<file path="config.mk">
export PLATFORM = sky130hd
export DESIGN_NAME = bezier_easing_y_from_x_top
export DESIGN_NICKNAME = d
export VERILOG_FILES = /design/src/hw/rtl/bez_pkg.sv /design/src/hw/rtl/bezier_easing_y_from_x_top.sv
export VERILOG_INCLUDE_DIRS = /design/src /design/src/hw/rtl
export SDC_FILE = /design/constraint.sdc
export NUM_CORES = 2
export LEC_CHECK = 0
export BUFFER_PORTS_ARGS = -buffer_cell sky130_fd_sc_hd__buf_4
export CORE_MARGIN = 2
export CORE_UTILIZATION = 60
export DETAILED_ROUTE_END_ITERATION = 8
export MAX_ROUTING_LAYER = met4
export PLACE_DENSITY = 0.87
export SYNTH_ARGS = -nofsm -noshare
export SYNTH_HDL_FRONTEND = slang
export SYNTH_SLANG_ARGS = --single-unit
</file>
<file path="constraint.sdc">
create_clock -name i_clk -period 14.7 [get_ports i_clk]
set_input_delay 1.47 -clock i_clk [delete_from_list [all_inputs] [get_ports i_clk]]
set_output_delay 1.47 -clock i_clk [all_outputs]
set_load 0.1 [all_outputs]
</file>
<file path="src/hw/rtl/bezier_easing_y_from_x_top_macros.svh">
// assertion macros for the bezier easing block
`ifndef BEZIER_EASING_Y_FROM_X_TOP_MACROS_SVH
`define BEZIER_EASING_Y_FROM_X_TOP_MACROS_SVH

`ifndef SYNTH
// same-cycle implication on i_clk, off during reset
`define BEZ_ASSERT_IMP(lbl, ante, cons) \
    lbl: assert property (@(posedge i_clk) disable iff (!i_rst_n) (ante) |-> (cons)) \
        else $error("bezier easing check failed");
// next-cycle implication on i_clk, off during reset
`define BEZ_ASSERT_NEXT(lbl, ante, cons) \
    lbl: assert property (@(posedge i_clk) disable iff (!i_rst_n) (ante) |=> (cons)) \
        else $error("bezier easing check failed");
`else
`define BEZ_ASSERT_IMP(lbl, ante, cons)
`define BEZ_ASSERT_NEXT(lbl, ante, cons)
`endif

`endif

</file>
<file path="src/hw/rtl/bez_pkg.sv">
// types, constants and microcode tables for the bezier easing block
package bez_pkg;

    localparam int FRAC_BITS = 16;
    localparam int FIELD_W   = 17;
    localparam int ITER_W    = 6;
    localparam int VW        = FRAC_BITS + 16;
    localparam int PW        = 2 * VW;
    localparam int STEP_W    = 3;

    localparam int ONE_I = 1 << FRAC_BITS;
    localparam int EPS_I = (ONE_I * 5 + 5000) / 10000;
    localparam int FIELD_MAX_I = (1 << FIELD_W) - 1;
    localparam int SAT_HI_I = (ONE_I > FIELD_MAX_I) ? FIELD_MAX_I : ONE_I;

    localparam logic signed [VW-1:0] ONE_Q    = VW'(ONE_I);
    localparam logic signed [VW-1:0] EPS_Q    = VW'(EPS_I);
    localparam logic signed [VW-1:0] T_LIMIT  = VW'(4 * ONE_I);
    localparam logic signed [VW-1:0] SAT_HI_Q = VW'(SAT_HI_I);
    localparam logic [FIELD_W-1:0]   SAT_HI   = FIELD_W'(SAT_HI_I);
    localparam logic signed [PW-1:0] HALF_P   = PW'(ONE_I / 2);

    localparam logic [ITER_W-1:0] MAX_ITER_RESET = ITER_W'(12);

    // apb register map
    localparam int ADDR_W    = 3;
    localparam int DATA_W    = 32;
    localparam int REG_LSB   = 2;
    localparam logic [ADDR_W-REG_LSB-1:0] REG_MAX_ITER = '0;

    localparam logic [STEP_W-1:0] ITER_LAST = STEP_W'(5);
    localparam logic [STEP_W-1:0] EVAL_LAST = STEP_W'(7);

    typedef enum logic [2:0] {
        S_IDLE,
        S_ITER,
        S_CHECK,
        S_EVAL,
        S_FIN
    } t_state;

    typedef enum logic [3:0] {
        OP_NONE,
        OP_T2,
        OP_M2,
        OP_T3,
        OP_M1,
        OP_M0,
        OP_YT2,
        OP_YW,
        OP_YT3,
        OP_YU,
        OP_YZ,
        OP_YV,
        OP_YQ
    } t_op;

    // one refinement step: t^2, k2*t, t^3, k1*t^2, k0*t^3, drain
    function automatic t_op iter_op(input logic [STEP_W-1:0] s);
        t_op op;
        unique case (s)
            3'd0: op = OP_T2;
            3'd1: op = OP_M2;
            3'd2: op = OP_T3;
            3'd3: op = OP_M1;
            3'd4: op = OP_M0;
            default: op = OP_NONE;
        endcase
        return op;
    endfunction

    // final evaluation of y from t and r = 1 - t
    function automatic t_op eval_op(input logic [STEP_W-1:0] s);
        t_op op;
        unique case (s)
            3'd0: op = OP_YT2;
            3'd1: op = OP_YW;
            3'd2: op = OP_YT3;
            3'd3: op = OP_YU;
            3'd4: op = OP_YZ;
            3'd5: op = OP_YV;
            3'd6: op = OP_YQ;
            default: op = OP_NONE;
        endcase
        return op;
    endfunction

endpackage

</file>
<file path="src/hw/rtl/bezier_easing_y_from_x_top.sv">
// Cubic bezier easing: y on the curve (0,0)-P1-P2-(1,1) at progress x.
// Input channel i_valid/o_ready carries one item: progress_x and the two
// control points, all unsigned Q1.16. Output channel o_valid/i_ready carries
// eased_y (saturated to 0..1.0) and the converged flag.
// max_iterations sits at APB byte address 0 (reset 12); write it only while idle.
// All products go through one signed multiplier followed by a rounding stage;
// the sequencer issues at most one product per cycle and writes the rounded value back
// the next cycle, so a dependent product is issued only after that write-back.
// Each refinement step issues five products, then a drain and the residual check;
// after the steps comes the final evaluation, and the final state loads the output
// register. The identity curve skips straight to the final state.
// o_ready is high only while no item is in work; one item is processed at a time.
// The result waits in an output register: a stalled receiver holds it, and a new
// item may be accepted meanwhile, its result waiting in the final state until
// the register frees up.
// Reset returns to idle, drops o_valid and loads max_iterations with 12.
`include "bezier_easing_y_from_x_top_macros.svh"

module bezier_easing_y_from_x_top
    import bez_pkg::*;
(
    input  logic                 i_clk,
    input  logic                 i_rst_n,
    input  logic                 i_valid,
    output logic                 o_ready,
    input  logic [FIELD_W-1:0]   i_progress_x,
    input  logic [FIELD_W-1:0]   i_ctrl1_x,
    input  logic [FIELD_W-1:0]   i_ctrl1_y,
    input  logic [FIELD_W-1:0]   i_ctrl2_x,
    input  logic [FIELD_W-1:0]   i_ctrl2_y,
    output logic                 o_valid,
    input  logic                 i_ready,
    output logic [FIELD_W-1:0]   o_eased_y,
    output logic                 o_converged,
    input  logic                 psel,
    input  logic                 penable,
    input  logic                 pwrite,
    input  logic [ADDR_W-1:0]    paddr,
    input  logic [DATA_W-1:0]    pwdata,
    output logic [DATA_W-1:0]    prdata,
    output logic                 pready
);

    t_state r_state, n_state;
    logic [STEP_W-1:0] r_step, n_step;
    logic [ITER_W-1:0] r_iter, n_iter;
    logic [ITER_W-1:0] r_max_iter, n_max_iter;
    t_op r_wb, n_wb;
    logic r_ovalid, n_ovalid;

    logic signed [VW-1:0] r_t, n_t;
    logic signed [VW-1:0] r_r, n_r;
    logic signed [VW-1:0] r_t2, n_t2;
    logic signed [VW-1:0] r_t3, n_t3;
    logic signed [VW-1:0] r_w, n_w;
    logic signed [VW-1:0] r_acc, n_acc;
    logic signed [VW-1:0] r_x, n_x;
    logic signed [VW-1:0] r_k0, n_k0;
    logic signed [VW-1:0] r_k1, n_k1;
    logic signed [VW-1:0] r_k2, n_k2;
    logic signed [VW-1:0] r_ay, n_ay;
    logic signed [VW-1:0] r_by, n_by;
    logic r_conv, n_conv;
    logic [FIELD_W-1:0] r_y_out, n_y_out;
    logic r_conv_out, n_conv_out;

    logic signed [PW-1:0] r_prod;
    logic signed [PW-1:0] rnd_sum;
    logic signed [VW-1:0] rnd;
    logic signed [VW-1:0] rnd3;
    logic signed [VW-1:0] mul_a, mul_b;
    t_op cur_op;

    logic signed [VW-1:0] x_v, ax_v, ay_v, bx_v, by_v;
    logic signed [VW-1:0] f_adj, half_f, t_sub, t_upd;
    logic signed [VW-1:0] acc_add;
    logic in_tol, last_iter, wr_en, out_free;
    logic [FIELD_W-1:0] y_sat;

    assign x_v  = VW'(i_progress_x);
    assign ax_v = VW'(i_ctrl1_x);
    assign ay_v = VW'(i_ctrl1_y);
    assign bx_v = VW'(i_ctrl2_x);
    assign by_v = VW'(i_ctrl2_y);

    // apb register
    assign pready = 1'b1;
    assign wr_en  = psel && penable && pwrite && pready;
    always_comb begin
        prdata = '0;
        if (paddr[ADDR_W-1:REG_LSB] == REG_MAX_ITER) begin
            prdata = DATA_W'(r_max_iter);
        end
    end

    always_comb begin
        cur_op = OP_NONE;
        if (r_state == S_ITER) begin
            cur_op = iter_op(r_step);
        end else if (r_state == S_EVAL) begin
            cur_op = eval_op(r_step);
        end
    end

    // operand select for the shared multiplier
    always_comb begin
        unique case (cur_op)
            OP_T2, OP_YT2: begin mul_a = r_t;  mul_b = r_t;  end
            OP_M2:         begin mul_a = r_k2; mul_b = r_t;  end
            OP_T3, OP_YT3: begin mul_a = r_t2; mul_b = r_t;  end
            OP_M1:         begin mul_a = r_k1; mul_b = r_t2; end
            OP_M0:         begin mul_a = r_k0; mul_b = r_t3; end
            OP_YW:         begin mul_a = r_r;  mul_b = r_r;  end
            OP_YU:         begin mul_a = r_t2; mul_b = r_r;  end
            OP_YZ:         begin mul_a = r_t;  mul_b = r_w;  end
            OP_YV:         begin mul_a = r_t3; mul_b = r_by; end
            OP_YQ:         begin mul_a = r_w;  mul_b = r_ay; end
            default:       begin mul_a = '0;   mul_b = '0;   end
        endcase
    end

    always_ff @(posedge i_clk) begin
        r_prod <= mul_a * mul_b;
    end

    // round half away from zero: add half, less one when negative, then shift
    assign rnd_sum = r_prod + HALF_P - PW'(r_prod[PW-1]);
    assign rnd     = rnd_sum[FRAC_BITS +: VW];
    assign rnd3    = (rnd <<< 1) + rnd;

    // residual check and newton-like update of t
    assign in_tol    = (r_acc <= EPS_Q) && (r_acc >= -EPS_Q);
    assign f_adj     = r_acc + {{(VW-1){1'b0}}, r_acc[VW-1]};
    assign half_f    = f_adj >>> 1;
    assign t_sub     = r_t - half_f;
    assign last_iter = ({1'b0, r_iter} + (ITER_W+1)'(1)) == {1'b0, r_max_iter};

    always_comb begin
        if (t_sub > T_LIMIT) begin
            t_upd = T_LIMIT;
        end else if (t_sub < -T_LIMIT) begin
            t_upd = -T_LIMIT;
        end else begin
            t_upd = t_sub;
        end
    end

    always_comb begin
        if (r_acc < 0) begin
            y_sat = '0;
        end else if (r_acc > SAT_HI_Q) begin
            y_sat = SAT_HI;
        end else begin
            y_sat = r_acc[FIELD_W-1:0];
        end
    end

    assign out_free = !r_ovalid || i_ready;

    always_comb begin
        n_state    = r_state;
        n_step     = r_step;
        n_iter     = r_iter;
        n_max_iter = r_max_iter;
        n_wb       = cur_op;
        n_ovalid   = r_ovalid;
        n_t        = r_t;
        n_r        = r_r;
        n_t2       = r_t2;
        n_t3       = r_t3;
        n_w        = r_w;
        n_acc      = r_acc;
        n_x        = r_x;
        n_k0       = r_k0;
        n_k1       = r_k1;
        n_k2       = r_k2;
        n_ay       = r_ay;
        n_by       = r_by;
        n_conv     = r_conv;
        n_y_out    = r_y_out;
        n_conv_out = r_conv_out;
        o_ready    = (r_state == S_IDLE);

        if (wr_en && (paddr[ADDR_W-1:REG_LSB] == REG_MAX_ITER)) begin
            n_max_iter = pwdata[ITER_W-1:0];
        end

        if (r_ovalid && i_ready) begin
            n_ovalid = 1'b0;
        end

        // write back the rounded product issued last cycle
        acc_add = '0;
        unique case (r_wb)
            OP_T2, OP_YT2:               n_t2 = rnd;
            OP_T3, OP_YU:                n_t3 = rnd;
            OP_YW, OP_YZ:                n_w  = rnd;
            OP_M0, OP_M1, OP_M2, OP_YT3: acc_add = rnd;
            OP_YV, OP_YQ:                acc_add = rnd3;
            default:                     acc_add = '0;
        endcase
        n_acc = r_acc + acc_add;

        unique case (r_state)
            S_IDLE: begin
                if (i_valid) begin
                    n_x    = x_v;
                    n_ay   = ay_v;
                    n_by   = by_v;
                    n_k0   = ONE_Q + VW'(3) * ax_v - VW'(3) * bx_v;
                    n_k1   = VW'(3) * bx_v - VW'(6) * ax_v;
                    n_k2   = VW'(3) * ax_v;
                    n_t    = x_v;
                    n_r    = ONE_Q - x_v;
                    n_iter = '0;
                    n_step = '0;
                    n_conv = 1'b0;
                    if ((i_ctrl1_x == i_ctrl1_y) && (i_ctrl2_x == i_ctrl2_y)) begin
                        // identity curve: y is x
                        n_acc   = x_v;
                        n_conv  = 1'b1;
                        n_state = S_FIN;
                    end else if (r_max_iter == '0) begin
                        n_acc   = '0;
                        n_state = S_EVAL;
                    end else begin
                        n_acc   = -x_v;
                        n_state = S_ITER;
                    end
                end
            end
            S_ITER: begin
                if (r_step == ITER_LAST) begin
                    n_state = S_CHECK;
                end else begin
                    n_step = r_step + STEP_W'(1);
                end
            end
            S_CHECK: begin
                n_step = '0;
                if (in_tol) begin
                    n_conv  = 1'b1;
                    n_r     = ONE_Q - r_t;
                    n_acc   = '0;
                    n_state = S_EVAL;
                end else begin
                    n_t = t_upd;
                    if (last_iter) begin
                        n_r     = ONE_Q - t_upd;
                        n_acc   = '0;
                        n_state = S_EVAL;
                    end else begin
                        n_acc   = -r_x;
                        n_iter  = r_iter + ITER_W'(1);
                        n_state = S_ITER;
                    end
                end
            end
            S_EVAL: begin
                if (r_step == EVAL_LAST) begin
                    n_state = S_FIN;
                end else begin
                    n_step = r_step + STEP_W'(1);
                end
            end
            S_FIN: begin
                if (out_free) begin
                    n_y_out    = y_sat;
                    n_conv_out = r_conv;
                    n_ovalid   = 1'b1;
                    n_state    = S_IDLE;
                end
            end
            default: n_state = S_IDLE;
        endcase
    end

    always_ff @(posedge i_clk) begin
        if (!i_rst_n) begin
            r_state    <= S_IDLE;
            r_step     <= '0;
            r_iter     <= '0;
            r_max_iter <= MAX_ITER_RESET;
            r_wb       <= OP_NONE;
            r_ovalid   <= 1'b0;
        end else begin
            r_state    <= n_state;
            r_step     <= n_step;
            r_iter     <= n_iter;
            r_max_iter <= n_max_iter;
            r_wb       <= n_wb;
            r_ovalid   <= n_ovalid;
        end
    end

    always_ff @(posedge i_clk) begin
        r_t        <= n_t;
        r_r        <= n_r;
        r_t2       <= n_t2;
        r_t3       <= n_t3;
        r_w        <= n_w;
        r_acc      <= n_acc;
        r_x        <= n_x;
        r_k0       <= n_k0;
        r_k1       <= n_k1;
        r_k2       <= n_k2;
        r_ay       <= n_ay;
        r_by       <= n_by;
        r_conv     <= n_conv;
        r_y_out    <= n_y_out;
        r_conv_out <= n_conv_out;
    end

    assign o_valid     = r_ovalid;
    assign o_eased_y   = r_y_out;
    assign o_converged = r_conv_out;

    `BEZ_ASSERT_NEXT(a_accept_busy, i_valid && o_ready, r_state != S_IDLE)
    `BEZ_ASSERT_IMP(a_t_in_range, r_state == S_CHECK, (r_t <= T_LIMIT) && (r_t >= -T_LIMIT))
    `BEZ_ASSERT_IMP(a_step_bound, r_state == S_ITER, r_step <= ITER_LAST)
    `BEZ_ASSERT_NEXT(a_fin_loads, (r_state == S_FIN) && !r_ovalid, r_ovalid)

endmodule

</file>
== Word level (Yosys, flattened, before mapping) ==
Index checks and enable logic that the tools add are counted.
Word-level totals
  register bits after elaboration: 445
  input port bits: 127
  output and inout port bits: 53
  logic and storage cells: 178
Cells by class
  add/subtract/negate cells: 17
  multiply operators: 4
  $lt $le $gt $ge: 6
  eq/ne operators: 48
  muxes and demuxes: 48
  bitwise gates (word level): 1
  reductions and logical operators: 31
Operator list (count)
  two-way mux 32 bit: 12
  case mux 32 bit (2 select lines): 4
  case mux 32 bit (8 select lines): 1
  case mux 32 bit (7 select lines): 1
  adder 32 bit: 2
  multiplier 32 x 32 -> 64 bit: 1
  negation 17 -> 32 bit: 2
  subtractor 18 x 32 -> 32 bit (first input constant): 2
  multiplier 2 x 17 -> 19 bit (first input constant): 3
  adder 48 x 16 -> 48 bit (second input constant): 1
  subtractor 48 x 1 -> 48 bit: 1
  == test 4 bit (second input constant): 10
  == test 17 bit: 2
  adder 18 x 32 -> 32 bit (first input constant): 1
  adder 32 x 1 -> 32 bit: 1
  == test 4 x 3 -> 1 bit (second input constant): 8
  greater-or-equal comparator 32 x 7 -> 1 bit (second input constant): 1
  greater-than comparator 32 x 18 -> 1 bit (second input constant): 1
  greater-than comparator 32 x 20 -> 1 bit (second input constant): 1
  <= comparator 32 x 7 -> 1 bit (second input constant): 1
  less-than comparator 32 x 1 -> 1 bit (second input constant): 1
  less-than comparator 32 x 19 -> 1 bit (second input constant): 1
  subtractor 32 x 31 -> 32 bit: 1
  subtractor 32 bit: 1
  40 further kinds: 95

== Logic depth before layout (Yosys ltp) ==
  depth after elaboration: 9
  mapped depth: 46
  gate-level depth less buffers: 42

== Worst setup path after synthesis ==
No wires, ideal clock.
  kind: register to register
  from: register r_step[0]
  to: register r_prod[63]
  setup time: 0.072 ns
  data arrival time: 10.137 ns
  required time: 14.628 ns
  path slack: 4.491 ns
  cell stages (with the launch flop): 40
  buffers on the path: 3
  period minus slack after synthesis: 10.209 ns
  path through: dfxtp_1 inv_1 ha_1 nor2_1 a21oi_1 o21bai_1 nand2_1 nor3_1 clkbuf_1 buf_1 a222oi_1 nand2_1 a221o_1 clkbuf_1 nand2_1 fa_1 inv_1 fa_1 (+4 left out) fa_1 fa_1 fa_1 inv_1 fa_1 inv_1 ha_1 a21o_1 a21oi_1 o21ai_0 a211oi_1 o21ai_0 a41oi_1 a21oi_1 a211oi_1 o31ai_1 a221oi_1 xnor2_1
Between the ends
  word-level cells in the longest chain between the ends: 8
  elaborated cells on any way between the ends: 30
  classes of those cells: 1 x mul; 18 x eq/ne; 6 x mux; 5 x reduce/logical
Ends and longest elaborated chain
  from (decl): line bezier_easing_y_from_x_top.sv:45  | logic [STEP_W-1:0] r_step, n_step;
  from (signal assigned): line bezier_easing_y_from_x_top.sv:288  | r_step <= n_step;
  == test 3 bit, or another cell as far along: line bez_pkg.sv:75  | unique case (s)
  case mux 4 bit (7 select lines): line bez_pkg.sv:75
  two-way mux 4 bit: line bezier_easing_y_from_x_top.sv:100  | end else if (r_state == S_EVAL) begin
  two-way mux 4 bit *: line bezier_easing_y_from_x_top.sv:98  | if (r_state == S_ITER) begin
  == test 4 x 2 -> 1 bit, or another cell as far along: line bezier_easing_y_from_x_top.sv:107  | unique case (cur_op)
  OR reduction 5 bit (no source line), or another cell as far along
  case mux 32 bit (7 select lines) / case mux 32 bit (8 select lines) (equally long branches): line bezier_easing_y_from_x_top.sv:107
  multiplier 32 x 32 -> 64 bit *: line bezier_easing_y_from_x_top.sv:123  | r_prod <= mul_a * mul_b;
  to (signal assigned): line bezier_easing_y_from_x_top.sv:123
  to (decl): line bezier_easing_y_from_x_top.sv:67  | logic signed [PW-1:0] r_prod;
Every way passes the cells marked *; elsewhere a longest branch is shown, timed or not.
A chain may end at the register's enable or synchronous reset.

== Worst setup path in the final report ==
  from: register r_step[1]
  to: register r_prod[63]
The elaborated chain is that of the path after synthesis.

==> run metrics <==
fin worst setup slack 0.7494 ns; Placed Cells 8397; via/cell ratio 6.387; static leakage 32.23 nW; Hold Fails Final Rpt 0; Core Rows 119; crit path max fanout 26; Post-synth EDFFs approximately 300; worst vdd ir 0.0003422 V; depth of the CTS H-tree 2; Sinks on Clock Net 406; Place WS 1.398 ns; initial antenna violation count 16; clock root cell clkbuf_16; wire per inst 25.20 um; Total Routing Usage GR 41.03%; R2R Path End r_prod[63]; critical path's most frequent cell fa_1; number of buffers created by CTS 46; Final Max Tran Viols 7; failing checks design-rule violations, max-capacitance violations, max-slew violations; Layout area overhead 7.616%; path depth of the worst reg2reg path 39; count of different cell masters after synthesis 93; DRT iter0 DRCs 8215; Hold Path Depth 0; R2R setup slack 0.75 ns; Fin Hold WS roughly 0.45 ns; post-cts gate resize count 0; Post-CTS Setup Inserts 0; critical path class register to register; # IOs 180; Final setup viols 0; die height 330.9 um; Core Box Area about 110000 sq um; worst min-delay path startpoint r_conv; Yosys reg bits 406; Main synth FF type edfxtp_1; worst r2r src r_step[1]; total number of vias roughly 54000; ys async rst share 0%; die width 330.9 um; DR pass1 iterations 9; period utilization 94.90%; setup TNS 0 ns; fin cells 8500; critical path arrival 14.47 ns; Final Routed Wirelength 214200 um; Port Buf Inserts 124; MaxCap Viol Count 1; Hold Crit Class register to register; Longest Clk Path Bufs 3; endpoint type of the worst setup path register; Yosys warning total 0; vias in the first global route 55420; Req. time, crit path 15.22 ns; max_slew headroom -8.346%; Slowest Stage Delay on Critical Path 0.93 ns; Synth Area per Inst about 9.2 sq um; CP max stage cell a21oi_1; Mapped Area 64120 sq um; worst slew pin tran ~1.6 ns; grt ovf 0; clk_lat worst skew approximately 0.65 ns; status complete, but fails checks; post-synthesis cell count 7001; pin count of the biggest net entering global routing 71; Power Density about 180 nW/um^2; Seq/Total Area, Yosys about 17%; Nets roughly 8700; CTS tree done; worst clock skew 0.08011 ns; die area roughly 110000 sq um; Hold Path End o_converged; Worst-path clk slew 0.06 ns; CTS Hold Bufs 0; RSZ-0062 raised after global routing no; crit path launch type register; final core utilization 65.36%; Initial Util between 60% and 70%; hpwl dp approximately 170000 um; Routed Antenna Nets 0; share of post-route cells with drive strength above 1 under 10%; global placement routability congestion about 1.1; Peak Freq 71.68 MHz; first-pass GRT wire length approximately 330000 um; Tmin final between 10 and 15 ns; DRC Markers 144
## report_power, final
part           switching, W  total (W)  internal, W
clock              0.000538    0.00118     0.000639
combinational       0.00564    0.00900      0.00336
sequential         0.000289    0.00197      0.00168
total               0.00647     0.0121      0.00568
## area by class of cell
class | count | area (sq um)
Multi-Input combinational cell | 5018 | 47420
Fill cell | 7847 | 36570
Sequential cell | 406 | 11150
Inverter | 1270 | 4770
Timing Repair Buffer | 314 | 2366
Tap cell | 1391 | 1740
Clock buffer | 56 | 1261
Clock inverter | 29 | 255.2
Antenna cell | 16 | 40.04
## worst max-delay path by stage
| stage | from | cells past startpoint | slack [ns] | to |
|---|---|---|---|---|
| CTS | r_step[1] | 39 | 1.37 | r_prod[63] |
| floorplan | r_step[0] | 39 | 4.49 | r_prod[63] |
| detailed placement | r_step[1] | 39 | 1.40 | r_prod[63] |
| global placement | r_step[0] | 39 | 1.65 | r_prod[63] |
| global route | r_step[1] | 39 | 0.54 | r_prod[63] |
| finish | r_step[1] | 39 | 0.75 | r_prod[63] |
## routing by layer
metal	GRT usage [%]	share of wire, %	vias to the layer above
met1	48.94	34	26050
met4	26.22	8.6	0
met3	18.33	17	1256
met2	56.19	41	4317
met5	-	0	-
li1	-	-	22670
## synthesized netlist by cell type (73+ instances only)
cell      number  share of area, %
xnor2_1      220               3.0
inv_1       1268               7.4
edfxtp_1     302                14
nor2_1       614               3.6
a21o_1        84              0.98
o21ai_0      171               1.3
clkbuf_1     285               1.7
xor2_1       132               1.8
fa_1        1090                34
a222oi_1      73               1.1
dfxtp_1      104               3.2
nand2_1      921               5.4
a21oi_1      251               2.0
ha_1         424               8.3
## through the flow
stage                     power [W]  cell area (sq um)
after global routing        0.01286              68990
after CTS                   0.01170              68940
after detailed placement    0.01046              67420
final                       0.01215              69000
after floorplan            0.007849              64210
after global placement      0.01019              67420
## cells in the final DEF (no fill, tap or decap), types with 39 or more instances in the layout
| cell | instances |
|---|---|
| nand3_1 | 67 |
| xor2_1 | 132 |
| a222oi_1 | 73 |
| fa_1 | 1090 |
| nor2b_1 | 49 |
| o21a_1 | 39 |
| a21o_1 | 84 |
| buf_4 | 312 |
| dfxtp_1 | 104 |
| ha_1 | 424 |
| o21bai_1 | 54 |
| nor2_1 | 607 |
| nand2_1 | 920 |
| inv_1 | 1267 |
| a21oi_1 | 249 |
| nor3_1 | 66 |
| edfxtp_1 | 302 |
| and2_1 | 67 |
| xnor2_1 | 220 |
| clkbuf_16 | 48 |
| a221o_1 | 57 |
| o21ai_0 | 169 |
## state kept, by name, indices dropped and copies added, names as in the netlist
name         cells
o_converged      1
o_eased_y       17
o_valid          1
r_acc           32
r_ay            17
r_by            17
r_conv           1
r_iter           6
r_k0            32
r_k1            21
r_k2            19
r_max_iter       6
r_prod          49
r_r             32
r_state          3
r_step           3
r_t             32
r_t2            32
r_t3            32
r_w             32
r_wb             4
r_x             17
## cells by family (layout without fill, tap and decap cells)
| group | count (synthesis) | count (layout) | share of synthesized area, % |
|---|---|---|---|
| AND/OR/NAND/NOR | 2021 | 2021 | 13.69 |
| buffers and inverters | 1602 | 1669 | 9.554 |
| adder cells (fa/ha/maj) | 1514 | 1514 | 42.31 |
| AO/OA/AOI/OAI | 1088 | 1088 | 11.99 |
| flip-flops | 406 | 406 | 17.39 |
| XOR/XNOR | 352 | 352 | 4.808 |
| multiplexers | 16 | 16 | 0.2537 |
| other | 2 | 43 | 0.01171 |
## critical path, delay by kind of cell (launching register included)
kind                     cells  cell delay (ns)
buffers and inverters        5             0.68
AO/OA/AOI/OAI               15             7.09
adder cells (fa/ha/maj)     10             4.13
flip-flops                   1             0.39
XOR/XNOR                     1             0.17
AND/OR/NAND/NOR              8             1.33
(Power assumes the default switching activity.)
